==> src/rtl/erfc_pkg.sv <==
// Package for the encoder reply frame checker.
// Holds the frame constants and the structs passed between the checker modules.
// Depends on nothing.
package erfc_pkg;

  localparam int unsigned FRAME_LEN = 11;
  localparam int unsigned CNT_W = $clog2(FRAME_LEN + 1);
  localparam int unsigned IDX_W = $clog2(FRAME_LEN);
  localparam logic [15:0] RATE_FULL = 16'hFFFF;
  localparam logic [15:0] COEFF_RESET = 16'd13;

  localparam logic ACT_BYTE = 1'b0;
  localparam logic ACT_END = 1'b1;

  typedef struct packed {
    logic       wr;
    logic       fin;
    logic [7:0] data;
  } erfc_evt_t;

  typedef struct packed {
    logic        ok;
    logic [7:0]  status;
    logic [23:0] position;
    logic [23:0] multiturn;
    logic [7:0]  alarm;
  } erfc_frame_t;

endpackage

==> src/rtl/encoder_reply_frame_checker_unit.sv <==
// Top level of the encoder reply frame checker: input register, result register, stored values.
// Depends on erfc_pkg, erfc_frame_acc and erfc_rate_filter.
//
// Channel | Direction | Contents
// in_     | slave     | tdata: rx_byte[7:0]; tuser: action (0 byte, 1 end of reply)
// out_    | master    | tdata: position, multiturn, status_flags, alarm_byte, error_count,
//         |           |        error_rate (lowest first); tuser: frame_ok
// cfg_    | write     | cfg_wr_data: rate_filter_coeff
//
// One transaction per cycle is accepted unless the input stalls; a reply byte produces no result.
// An end-of-reply transaction gives its result through the input register, then the result
// register. The filter multiply sits between those two registers.
// Reset clears counters, stored values and valid flags; the coefficient returns to 13.
// A stalled result stalls the input only while an end-of-reply transaction waits in the
// input register.
module encoder_reply_frame_checker_unit
  import erfc_pkg::*;
(
  input  logic         clk,
  input  logic         rst_n,
  input  logic         in_tvalid,
  output logic         in_tready,
  input  logic [7:0]   in_tdata,   // rx_byte[7:0]
  input  logic         in_tuser,   // action
  output logic         out_tvalid,
  input  logic         out_tready,
  output logic [111:0] out_tdata,  // position, multiturn, status_flags, alarm_byte,
                                   // error_count, error_rate
  output logic         out_tuser,  // frame_ok
  input  logic         cfg_wr_en,
  input  logic [15:0]  cfg_wr_data
);

  logic        in_valid_r;
  logic        in_action_r;
  logic [7:0]  in_byte_r;
  logic        advance;
  logic        load;
  erfc_evt_t   evt;
  erfc_frame_t frame;
  logic [15:0] coeff_r;
  logic [15:0] rate;
  logic [15:0] rate_nxt;
  logic [23:0] pos_r;
  logic [23:0] turns_r;
  logic [7:0]  status_r;
  logic [7:0]  alarm_r;
  logic [31:0] err_cnt_r;
  logic [23:0] pos_nxt;
  logic [23:0] turns_nxt;
  logic [7:0]  status_nxt;
  logic [7:0]  alarm_nxt;
  logic [31:0] err_cnt_nxt;
  logic        out_valid_r;
  logic        out_ok_r;
  logic [111:0] out_data_r;

  assign advance   = !(in_valid_r && (in_action_r == ACT_END) && out_valid_r && !out_tready);
  assign in_tready = !in_valid_r || advance;
  assign load      = in_valid_r && (in_action_r == ACT_END) && advance;

  always_comb begin
    evt.wr   = in_valid_r && advance && (in_action_r == ACT_BYTE);
    evt.fin  = load;
    evt.data = in_byte_r;
  end

  erfc_frame_acc u_frame_acc (
    .clk   (clk),
    .rst_n (rst_n),
    .evt   (evt),
    .frame (frame)
  );

  erfc_rate_filter u_rate_filter (
    .clk      (clk),
    .rst_n    (rst_n),
    .fin      (load),
    .ok       (frame.ok),
    .coeff    (coeff_r),
    .rate     (rate),
    .rate_nxt (rate_nxt)
  );

  always_comb begin
    pos_nxt     = pos_r;
    turns_nxt   = turns_r;
    status_nxt  = status_r;
    alarm_nxt   = alarm_r;
    err_cnt_nxt = err_cnt_r;
    if (load) begin
      if (frame.ok) begin
        pos_nxt    = frame.position;
        turns_nxt  = frame.multiturn;
        status_nxt = frame.status;
        alarm_nxt  = frame.alarm;
      end else begin
        err_cnt_nxt = err_cnt_r + 32'd1;
      end
    end
  end

  always_ff @(posedge clk) begin
    if (!rst_n) begin
      in_valid_r  <= 1'b0;
      out_valid_r <= 1'b0;
      coeff_r     <= COEFF_RESET;
      pos_r       <= '0;
      turns_r     <= '0;
      status_r    <= '0;
      alarm_r     <= '0;
      err_cnt_r   <= '0;
    end else begin
      if (in_tready) begin
        in_valid_r <= in_tvalid;
      end
      if (load) begin
        out_valid_r <= 1'b1;
      end else if (out_tready) begin
        out_valid_r <= 1'b0;
      end
      if (cfg_wr_en) begin
        coeff_r <= cfg_wr_data;
      end
      pos_r     <= pos_nxt;
      turns_r   <= turns_nxt;
      status_r  <= status_nxt;
      alarm_r   <= alarm_nxt;
      err_cnt_r <= err_cnt_nxt;
    end
  end

  always_ff @(posedge clk) begin
    if (in_tready) begin
      in_action_r <= in_tuser;
      in_byte_r   <= in_tdata;
    end
    if (load) begin
      out_ok_r   <= frame.ok;
      out_data_r <= {rate_nxt, err_cnt_nxt, alarm_nxt, status_nxt, turns_nxt, pos_nxt};
    end
  end

  assign out_tvalid = out_valid_r;
  assign out_tuser  = out_ok_r;
  assign out_tdata  = out_data_r;

  a_reset_clears_out: assert property (@(posedge clk) !rst_n |=> !out_tvalid)
    else $error("result valid after reset");

  a_good_lowers_rate: assert property (@(posedge clk) disable iff (!rst_n)
    (load && frame.ok) |-> (rate_nxt <= rate))
    else $error("good reply raised the error rate");

  a_bad_raises_rate: assert property (@(posedge clk) disable iff (!rst_n)
    (load && !frame.ok) |-> (rate_nxt >= rate) && (err_cnt_nxt != err_cnt_r))
    else $error("bad reply did not raise rate or count");

  a_stall_only_on_out: assert property (@(posedge clk) disable iff (!rst_n)
    !in_tready |-> (out_tvalid && !out_tready))
    else $error("input stalled without an output stall");

endmodule

==> src/rtl/erfc_frame_acc.sv <==
// Reply byte collector: stores the reply bytes, counts them and keeps a running XOR.
// Depends on erfc_pkg.
module erfc_frame_acc
  import erfc_pkg::*;
(
  input  logic        clk,
  input  logic        rst_n,
  input  erfc_evt_t   evt,
  output erfc_frame_t frame
);

  logic [CNT_W-1:0] count_r;
  logic [CNT_W-1:0] count_nxt;
  logic [7:0]       xor_r;
  logic [7:0]       xor_nxt;
  logic [7:0]       bytes_r [FRAME_LEN];

  always_comb begin
    count_nxt = count_r;
    xor_nxt   = xor_r;
    if (evt.fin) begin
      count_nxt = '0;
      xor_nxt   = '0;
    end else if (evt.wr && (count_r < CNT_W'(FRAME_LEN))) begin
      count_nxt = count_r + CNT_W'(1);
      if (count_r < CNT_W'(FRAME_LEN - 1)) begin
        xor_nxt = xor_r ^ evt.data;
      end
    end
  end

  always_ff @(posedge clk) begin
    if (!rst_n) begin
      count_r <= '0;
      xor_r   <= '0;
    end else begin
      count_r <= count_nxt;
      xor_r   <= xor_nxt;
    end
  end

  always_ff @(posedge clk) begin
    if (evt.wr && !evt.fin && (count_r < CNT_W'(FRAME_LEN))) begin
      bytes_r[count_r[IDX_W-1:0]] <= evt.data;
    end
  end

  always_comb begin
    frame.ok        = (count_r == CNT_W'(FRAME_LEN)) && (xor_r == bytes_r[FRAME_LEN-1]);
    frame.status    = bytes_r[1];
    frame.position  = {bytes_r[4], bytes_r[3], bytes_r[2]};
    frame.multiturn = {bytes_r[8], bytes_r[7], bytes_r[6]};
    frame.alarm     = bytes_r[9];
  end

endmodule

==> src/rtl/erfc_rate_filter.sv <==
// Error-rate low-pass filter, Q0.16, stepping toward zero or full scale per reply.
// Depends on erfc_pkg.
module erfc_rate_filter
  import erfc_pkg::*;
(
  input  logic        clk,
  input  logic        rst_n,
  input  logic        fin,
  input  logic        ok,
  input  logic [15:0] coeff,
  output logic [15:0] rate,
  output logic [15:0] rate_nxt
);

  logic [15:0] rate_r;
  logic [15:0] gap;
  logic [31:0] prod;
  logic [32:0] rounded;
  logic [16:0] step_raw;
  logic [15:0] step;
  logic [15:0] target;

  always_comb begin
    gap      = ok ? rate_r : (RATE_FULL - rate_r);
    prod     = gap * coeff;
    rounded  = {1'b0, prod} + 33'd65535;
    step_raw = rounded[32:16];
    step     = (step_raw > {1'b0, gap}) ? gap : step_raw[15:0];
    target   = ok ? (rate_r - step) : (rate_r + step);
    rate_nxt = fin ? target : rate_r;
  end

  always_ff @(posedge clk) begin
    if (!rst_n) begin
      rate_r <= '0;
    end else begin
      rate_r <= rate_nxt;
    end
  end

  assign rate = rate_r;

endmodule

==> config.mk <==
export PLATFORM = sky130hd
export DESIGN_NAME = encoder_reply_frame_checker_unit
export DESIGN_NICKNAME = d
export VERILOG_FILES = /design/src/rtl/erfc_pkg.sv /design/src/rtl/encoder_reply_frame_checker_unit.sv /design/src/rtl/erfc_frame_acc.sv /design/src/rtl/erfc_rate_filter.sv
export SDC_FILE = /design/constraint.sdc
export NUM_CORES = 1
export LEC_CHECK = 0
export BUFFER_PORTS_ARGS = -buffer_cell sky130_fd_sc_hd__buf_2
export CAP_MARGIN = 5
export CORE_MARGIN = 1
export CORE_UTILIZATION = 45
export CTS_BUF_LIST = sky130_fd_sc_hd__clkbuf_8
export DETAILED_ROUTE_END_ITERATION = 8
export SYNTH_ARGS = -nofsm -noshare
export SYNTH_HDL_FRONTEND = slang
export SYNTH_SLANG_ARGS = --single-unit
==> constraint.sdc <==
create_clock -name clk -period 25.5 [get_ports clk]
set_input_delay 0 -clock clk [delete_from_list [all_inputs] [get_ports clk]]
set_output_delay 0 -clock clk [all_outputs]
set_load 0.01 [all_outputs]
==> flow_summary.yaml, run 1 <==
status:
  status: "finished, final reports clean"
sta:
  worst_pin_slew_ns: 0.955
  slew_viol_final: 0
  worst_slack_ns: 11.03
  tns_ns: 0
  setup_violations: 0
  grt_setup_unrepaired: "no"
  fmax_mhz: 69.1
  max-slew-margin-rel: 0.363
  finalCriticalPeriod_ns: 14.47
  skew_ns: 0.0368
  fin_crit_sh: 0.567
  final_hold_viol_count: 0
  holdWs_ns: 0.0603
yosys:
  ys_ff_latch: 336
  ys.flop_type: "edfxtp_1"
  yosysSeqAreaShare: 0.380
  synthDistinctLibCells: 79
  synth_edf_count: 194
  yosysMostFrequentCell: "inv_1"
  syn_nets: 2520
  ys_warn_count: 0
  syn_avg_cell_area_sq_um: 10.6
  async_flop_share: 0
  synthCells: 2147
  yosys-top-cells-count: "inv_1, nand2_1, and2_1, fa_1, edfxtp_1"
  yosysTopAreaCell: "edfxtp_1"
  syn_area_sq_mm: 0.0228
  synth.area.top_cells: "edfxtp_1, fa_1, dfxtp_1, ha_1, and2_1"
  yosys.area.top_type_share: 0.255
cts:
  clkSlewWorstSetupHoldPaths_ns: 0.06
  postCtsSetupRepairBufs: 0
  cts_buffers: 54
  cts_resized: 0
  clock_sinks: 336
  cts_hold_buf: 47
  cts_tree: "done"
  clk-insertion-delay-late_ns: 0.65
  h-tree-depth: 2
  clockBufferDepth: 3
  clockRootBuffer: "clkbuf_8"
die:
  core_area_sq_mm: 0.0501
  start_util: 0.456
  die_w_um: 227
  ios: 145
  row_count: 82
  dieArea_sq_mm: 0.0516
  die_h_um: 227
placement:
  place_hpwl_um: 39000
  gp_congestion: 0.877
  placed_cell_area_sq_mm: 0.0243
  port_buffers: 144
  dpl_worst_slack_ns: 11.25
flow_run:
  max_cap_viol_count: 0
route:
  wl_met2_um: 25900
  routedWlPerCell_um: 17.5
  detail-route-antenna-nets: 0
  remaining_drc_errors: 0
  dr.pass1.iters: 5
  drt-met1-wl_um: 25000
  routed_wirelength_um: 53600
  top_layer: "met4"
  vias_per_cell: 5.13
  drt-initial-drc-count: 838
  num_vias: 15700
  wl_met3_um: 1860
grt:
  grt_pass1_wl_um: 86500
  track_usage: 0.215
  antenna_found_initial: 0
  grt_max_degree: 103
  grt_pass1_vias: 16100
  grt_overflow: 0
critical_path:
  cp_data_arrival_time_ns: 14.85
  crit_path_max_fanout: 28
  crit_path_top_delay_cell: "inv_2"
  cp.required_ns: 25.88
  crit_family: "compound AO/OA/AOI/OAI gates"
  end_kind: "flip-flop"
  crit_type: "flip-flop to flip-flop"
  cpMostUsedCell: "fa_1"
  cp_num_buf_inv: 5
  start_kind: "flip-flop"
  cpPeakStageDelay_ns: 0.69
cells_and_area:
  final_area_sq_mm: 0.0258
  area_delta_synth_final_pct: 13.2
  fin_nets: 2712
  final_layout_size_suffix_gt1_frac: 0.141
  num_antenna_cells: 0
hold_path:
  hp-class: "input pin to flip-flop"
-- layout make-up --
class | count | area, sq um
repair buffers | 212 | 1350
fillers | 4601 | 24200
clock inverters | 40 | 256
multi-input cells | 1440 | 12800
inverters | 295 | 1110
well taps | 672 | 841
clock buffers | 62 | 853
flip-flops and latches | 336 | 8670
-- per-layer routing --
| metal | up-vias | track usage |
|---|---|---|
| met5 | - | 0 |
| met4 | 0 | 0.0528 |
| met3 | 71 | 0.0276 |
| met2 | 296 | 0.359 |
| met1 | 7867 | 0.296 |
| li1 | 7447 | - |
-- final timing paths --
| path | startpoint | to | slack [ns] | cells after the start |
|---|---|---|---|---|
| worst max-delay path | u_frame_acc.count_r[1]$_SDFFE_PP0P_ | out_tdata[111]$_DFFE_PP_ | 11.03 | 47 |
| worst min-delay path | in_tdata[3] | in_byte_r[3]$_DFFE_PP_ | 0.06 | 2 |
| worst max register to register | u_frame_acc.count_r[1]$_SDFFE_PP0P_ | out_tdata[111]$_DFFE_PP_ | 11.03 | 47 |
| worst min register to register | status_r[6]$_SDFF_PN0_ | out_tdata[54]$_DFFE_PP_ | 0.53 | 1 |
-- cells in the final DEF, fill, tap and decap left out, types with 22 or more instances in the layout --
cell / count
buf_4: 22
mux2i_1: 27
clkbuf_8: 62
dfxtp_1: 142
inv_1: 308
nand2_1: 259
buf_2: 143
fa_1: 209
mux2_2: 68
dlygate4sd3_1: 47
nor2_1: 58
xnor2_1: 68
edfxtp_1: 194
nand3_1: 37
ha_1: 134
and2_1: 211
o21ai_0: 38
and3_1: 26
a21oi_1: 53
nor3_1: 30
xor2_1: 35
-- logic make-up after synthesis --
logic type               after synthesis  synth area share
AO/OA/AOI/OAI                        210            0.0640
XOR/XNOR                             103            0.0395
adder cells (fa/ha/maj)              343             0.257
buffers and inverters                371            0.0614
flip-flops                           336             0.380
multiplexers                          95            0.0454
AND/OR/NAND/NOR                      689             0.153
-- metrics by stage --
step | instances | util
CTS | 3057 | 0.516
floorplan | 2147 | -
finish | 3057 | 0.516
global placement | 2908 | 0.485
global route | 3057 | 0.516
detailed placement | 2908 | 0.485
-- flip-flops by register name (all words and copies together), names as in the netlist --
signal and count:
err_cnt_r 32, status_r 8, in_action_r 1, turns_r 24
u_frame_acc.count_r 4, out_tuser 1, coeff_r 16, in_byte_r 8
u_frame_acc.xor_r 8, out_tvalid 1, in_valid_r 1, alarm_r 8
out_tdata 112, u_frame_acc.bytes_r 72, u_rate_filter.rate 16, pos_r 24
Power of run 1 is left out: the tool's default activity adds up to more than one toggle a clock period on the data nets, which glitch-free logic cannot reach.
==> run 2, diff against run 1 <==
ABC_AREA = 1   (was default)
clock period = 14.7 ns   (was 25.5 ns; I/O delays follow)
==> flow_summary.yaml, run 2 <==
route:
  routedWlPerCell_um: 17.6
  num_vias: 17600
  dr.pass1.iters: 5
  vias_per_cell: 5.03
  detail-route-antenna-nets: 0
  remaining_drc_errors: 0
  routed_wirelength_um: 61400
  drt-initial-drc-count: 975
cts:
  cts_tree: "done"
  h-tree-depth: 2
  cts_hold_buf: 46
  clock_sinks: 336
  cts_resized: 0
  clk-insertion-delay-late_ns: 0.62
  clockBufferDepth: 3
  clockRootBuffer: "clkbuf_8"
  postCtsSetupRepairBufs: 0
  cts_buffers: 54
  clkSlewWorstSetupHoldPaths_ns: 0.06
cells_and_area:
  final_common_cell: "inv_1"
  final_cell_mix: "inv_1, nand2_1, nor2_1, fa_1, edfxtp_1"
  stdcell_count: 3488
  utilization: 0.520
  largest_reg_flops: 112
  area_delta_synth_final_pct: 13.0
  final_layout_size_suffix_gt1_frac: 0.134
  fin_nets: 3142
hold_path:
  whs_path_depth: 2
  hp-class: "input pin to flip-flop"
critical_path:
  crit_path_top_delay_cell: "clkinv_1"
  crit_type: "flip-flop to flip-flop"
  endpoint: "out_tdata[111]$_DFFE_PP_"
  critPathLaunch: "u_frame_acc.count_r[0]$_SDFFE_PP0P_"
  cpMostUsedCell: "nand2_1"
  start_kind: "flip-flop"
  end_kind: "flip-flop"
  r2r_cells: 65
  crit_path_max_fanout: 37
  cpPeakStageDelay_ns: 0.62
  r2r_end: "out_tdata[111]$_DFFE_PP_"
  rrSetupSlack_ns: 1.29
  cp_data_arrival_time_ns: 13.75
  r2r_start: "u_frame_acc.count_r[0]$_SDFFE_PP0P_"
  cp.required_ns: 15.04
sta:
  final_hold_viol_count: 0
  grt_setup_unrepaired: "no"
  tns_ns: 0
  max-slew-margin-rel: 0.261
  fmax_mhz: 74.6
  fin_crit_sh: 0.912
  setup_violations: 0
  slew_viol_final: 0
  finalCriticalPeriod_ns: 13.41
  skew_ns: 0.0385
  worst_pin_slew_ns: 1.10
die:
  start_util: 0.460
  dieArea_sq_mm: 0.0526
  core_area_sq_mm: 0.0506
  ios: 145
  die_w_um: 229
  row_count: 82
  die_h_um: 229
yosys:
  synth_edf_count: 194
  synthCells: 2584
  yosysSeqAreaShare: 0.373
  synthDistinctLibCells: 49
  yosysMostFrequentCell: "inv_1"
  ys.flop_type: "edfxtp_1"
  syn_area_sq_mm: 0.0233
  ys_warn_count: 0
  async_flop_share: 0
  yosys-top-cells-count: "inv_1, nand2_1, nor2_1, fa_1, edfxtp_1"
  syn_avg_cell_area_sq_um: 9.00
  yosysTopAreaCell: "edfxtp_1"
  synth.area.top_cells: "edfxtp_1, fa_1, dfxtp_1, inv_1, ha_1"
  syn_nets: 2957
  ys_ff_latch: 336
  yosys.area.top_type_share: 0.250
flow_run:
  max_cap_viol_count: 0
grt:
  grt_overflow: 0
  grt_max_degree: 124
  grt_pass1_vias: 17800
  grt_pass1_wl_um: 97000
  antenna_found_initial: 2
  track_usage: 0.238
placement:
  place_hpwl_um: 46300
  port_buffers: 144
  gp_congestion: 0.953
  dp.cells: 3337
status:
  status: "finished, final reports clean"
run 2: cell count changes after synthesis, moves of 55 or more:
cell,previous run,this run
inv_1,293,556
and2_1,211,9
nand2_1,260,436
nor2_1,58,216
a21oi_1,53,152
or2_2,5,80
mux2_2,68,0
a211oi_1,9,67
xnor2_1,68,13
run 2: worst min path at each step:
stage | startpoint | end | slack, ns
2_1_floorplan | in_tuser | in_action_r$_DFFE_PP_ | 0.1
3_3_place_gp | in_tdata[4] | in_byte_r[4]$_DFFE_PP_ | 0.18
3_5_place_dp | in_tdata[0] | in_byte_r[0]$_DFFE_PP_ | 0.18
4_1_cts | in_tdata[6] | in_byte_r[6]$_DFFE_PP_ | 0.04
5_1_grt | in_tdata[6] | in_byte_r[6]$_DFFE_PP_ | 0.06
6_report | in_tdata[6] | in_byte_r[6]$_DFFE_PP_ | 0.1
run 2: logic make-up after synthesis:
family	Yosys count	synth area share
simple gates	884	0.170
buf+inv	645	0.105
fa+ha+maj	343	0.252
flops	336	0.373
xor+xnor	56	0.0214
compound gates	320	0.0796
run 2: through the flow:
step	cell area [sq um]	hold WS, ns	worst slack, ns
after floorplan	23300	0.0989	3.90
after CTS	26300	0.0434	1.38
after detailed placement	24600	0.180	1.44
after global placement	24600	0.180	1.57
final	26300	0.0956	1.29
after global routing	26300	0.0636	0.217
run 2: worst max-delay path: cells and delay by family (launching register included):
family                   cells  cell delay [ns]
AND/OR/NAND/NOR             30             4.28
adder cells (fa/ha/maj)     10             4.14
AO/OA/AOI/OAI               14             2.52
buffers and inverters        9             1.12
XOR/XNOR                     2             0.58
flip-flops                   1             0.41
run 2: final cells by class:
cell class	instances	area [sq um]
fillers	4675	24300
multi-input cells	1603	12200
flip-flops and latches	336	8670
inverters	568	2130
repair buffers	206	1300
clock buffers	68	936
well taps	672	841
clock inverters	34	229
diodes	1	2.50
run 2: layer usage:
layer	share of wire	vias to the layer above	track usage
li1	-	8440	-
met1	0.43	8475	0.312
met2	0.47	528	0.390
met3	0.068	115	0.0433
met4	0.032	0	0.0892
met5	0	-	0
Power of run 2 is left out for the same reason.
==> run 3, diff against run 2 <==
CTS_BUF_LIST = default   (was sky130_fd_sc_hd__clkbuf_8)
==> flow_summary.yaml, run 3 (synthesized netlist as in run 2, its figures left out) <==
sta:
  worst_slack_ns: 1.31
  grt_setup_unrepaired: "no"
  tns_ns: 0
  slew_viol_final: 0
  worst_pin_slew_ns: 1.18
  skew_ns: 0.0303
  max-slew-margin-rel: 0.211
  setup_violations: 0
  final_hold_viol_count: 0
  fmax_mhz: 74.7
  finalCriticalPeriod_ns: 13.39
  fin_crit_sh: 0.911
cts:
  cts_resized: 0
  cts_hold_buf: 33
  clockBufferDepth: 3
  clockRootBuffer: "clkbuf_16"
  clock_sinks: 336
  cts_buffers: 37
  postCtsSetupRepairBufs: 0
  cts_tree: "done"
  h-tree-depth: 2
  clk-insertion-delay-late_ns: 0.55
  clkSlewWorstSetupHoldPaths_ns: 0.06
route:
  wl_met2_um: 28600
  routedWlPerCell_um: 17.7
  drt-initial-drc-count: 920
  wl_met3_um: 3630
  remaining_drc_errors: 0
  drt-met1-wl_um: 26600
  num_vias: 17300
  vias_per_cell: 5.04
  detail-route-antenna-nets: 0
  top_layer: "met5"
  dr.pass1.iters: 5
  routed_wirelength_um: 61100
cells_and_area:
  utilization: 0.521
  final_layout_size_suffix_gt1_frac: 0.128
  final_cell_mix: "inv_1, nand2_1, nor2_1, fa_1, edfxtp_1"
  largest_reg_flops: 112
  fin_nets: 3111
  area_delta_synth_final_pct: 13.2
  final_common_cell: "inv_1"
critical_path:
  cpPeakStageDelay_ns: 0.62
  crit_type: "flip-flop to flip-flop"
  end_kind: "flip-flop"
  crit_path_top_delay_cell: "clkinv_1"
  cp.required_ns: 14.99
  cpMostUsedCell: "nand2_1"
  start_kind: "flip-flop"
  cp_data_arrival_time_ns: 13.68
  crit_path_max_fanout: 37
hold_path:
  hp-class: "input pin to flip-flop"
flow_run:
  max_cap_viol_count: 0
die:
  row_count: 82
  dieArea_sq_mm: 0.0526
  ios: 145
  die_h_um: 229
  core_area_sq_mm: 0.0506
  start_util: 0.460
  die_w_um: 229
grt:
  grt_pass1_vias: 17600
  grt_overflow: 0
  track_usage: 0.236
  antenna_found_initial: 1
  grt_pass1_wl_um: 96300
  grt_max_degree: 124
status:
  status: "finished, final reports clean"
placement:
  gp_congestion: 0.953
  dpl_worst_slack_ns: 1.44
  port_buffers: 144
  place_hpwl_um: 46300
## run 3: area by class of cell
| type | instances | area, sq um |
|---|---|---|
| Clock buffer | 48 | 1010 |
| Multi-Input combinational cell | 1603 | 12200 |
| Fill cell | 4631 | 24200 |
| Sequential cell | 336 | 8670 |
| Antenna cell | 1 | 2.50 |
| Inverter | 568 | 2130 |
| Timing Repair Buffer | 192 | 1160 |
| Clock inverter | 20 | 343 |
| Tap cell | 672 | 841 |
## run 3: through the flow
step	hold slack [ns]	cell area, sq um	instances
6_report	0.00166	26300	3440
5_1_grt	0.0411	26300	3439
4_1_cts	0.00175	26300	3438
3_5_place_dp	0.180	24600	3337
3_3_place_gp	0.180	24600	3337
2_1_floorplan	0.0989	23300	2584
## run 3: metal layers
metal  up-vias  GRT usage
met1      8374      0.312
li1       8372          -
met4         2     0.0904
met5         -          0
met2       478      0.387
met3       119     0.0401
## run 3: path summary, 6_finish.rpt
check | start | endpoint | slack (ns) | cells after the start
worst max-delay path | u_frame_acc.count_r[0]$_SDFFE_PP0P_ | out_tdata[111]$_DFFE_PP_ | 1.31 | 65
worst min-delay path | rst_n | coeff_r[14]$_SDFFE_PN0P_ | 0.002 | 3
worst max register to register | u_frame_acc.count_r[0]$_SDFFE_PP0P_ | out_tdata[111]$_DFFE_PP_ | 1.31 | 65
worst min register to register | err_cnt_r[24]$_SDFF_PN0_ | err_cnt_r[24]$_SDFF_PN0_ | 0.52 | 2
## run 3: worst max-delay path: cells and delay by family (launching register included)
kind,cells,cell delay [ns]
flops,1,0.41
fa+ha+maj,10,4.15
xor+xnor,2,0.60
buf+inv,9,1.12
compound gates,14,2.48
simple gates,30,4.31
Power of run 3 is left out for the same reason.
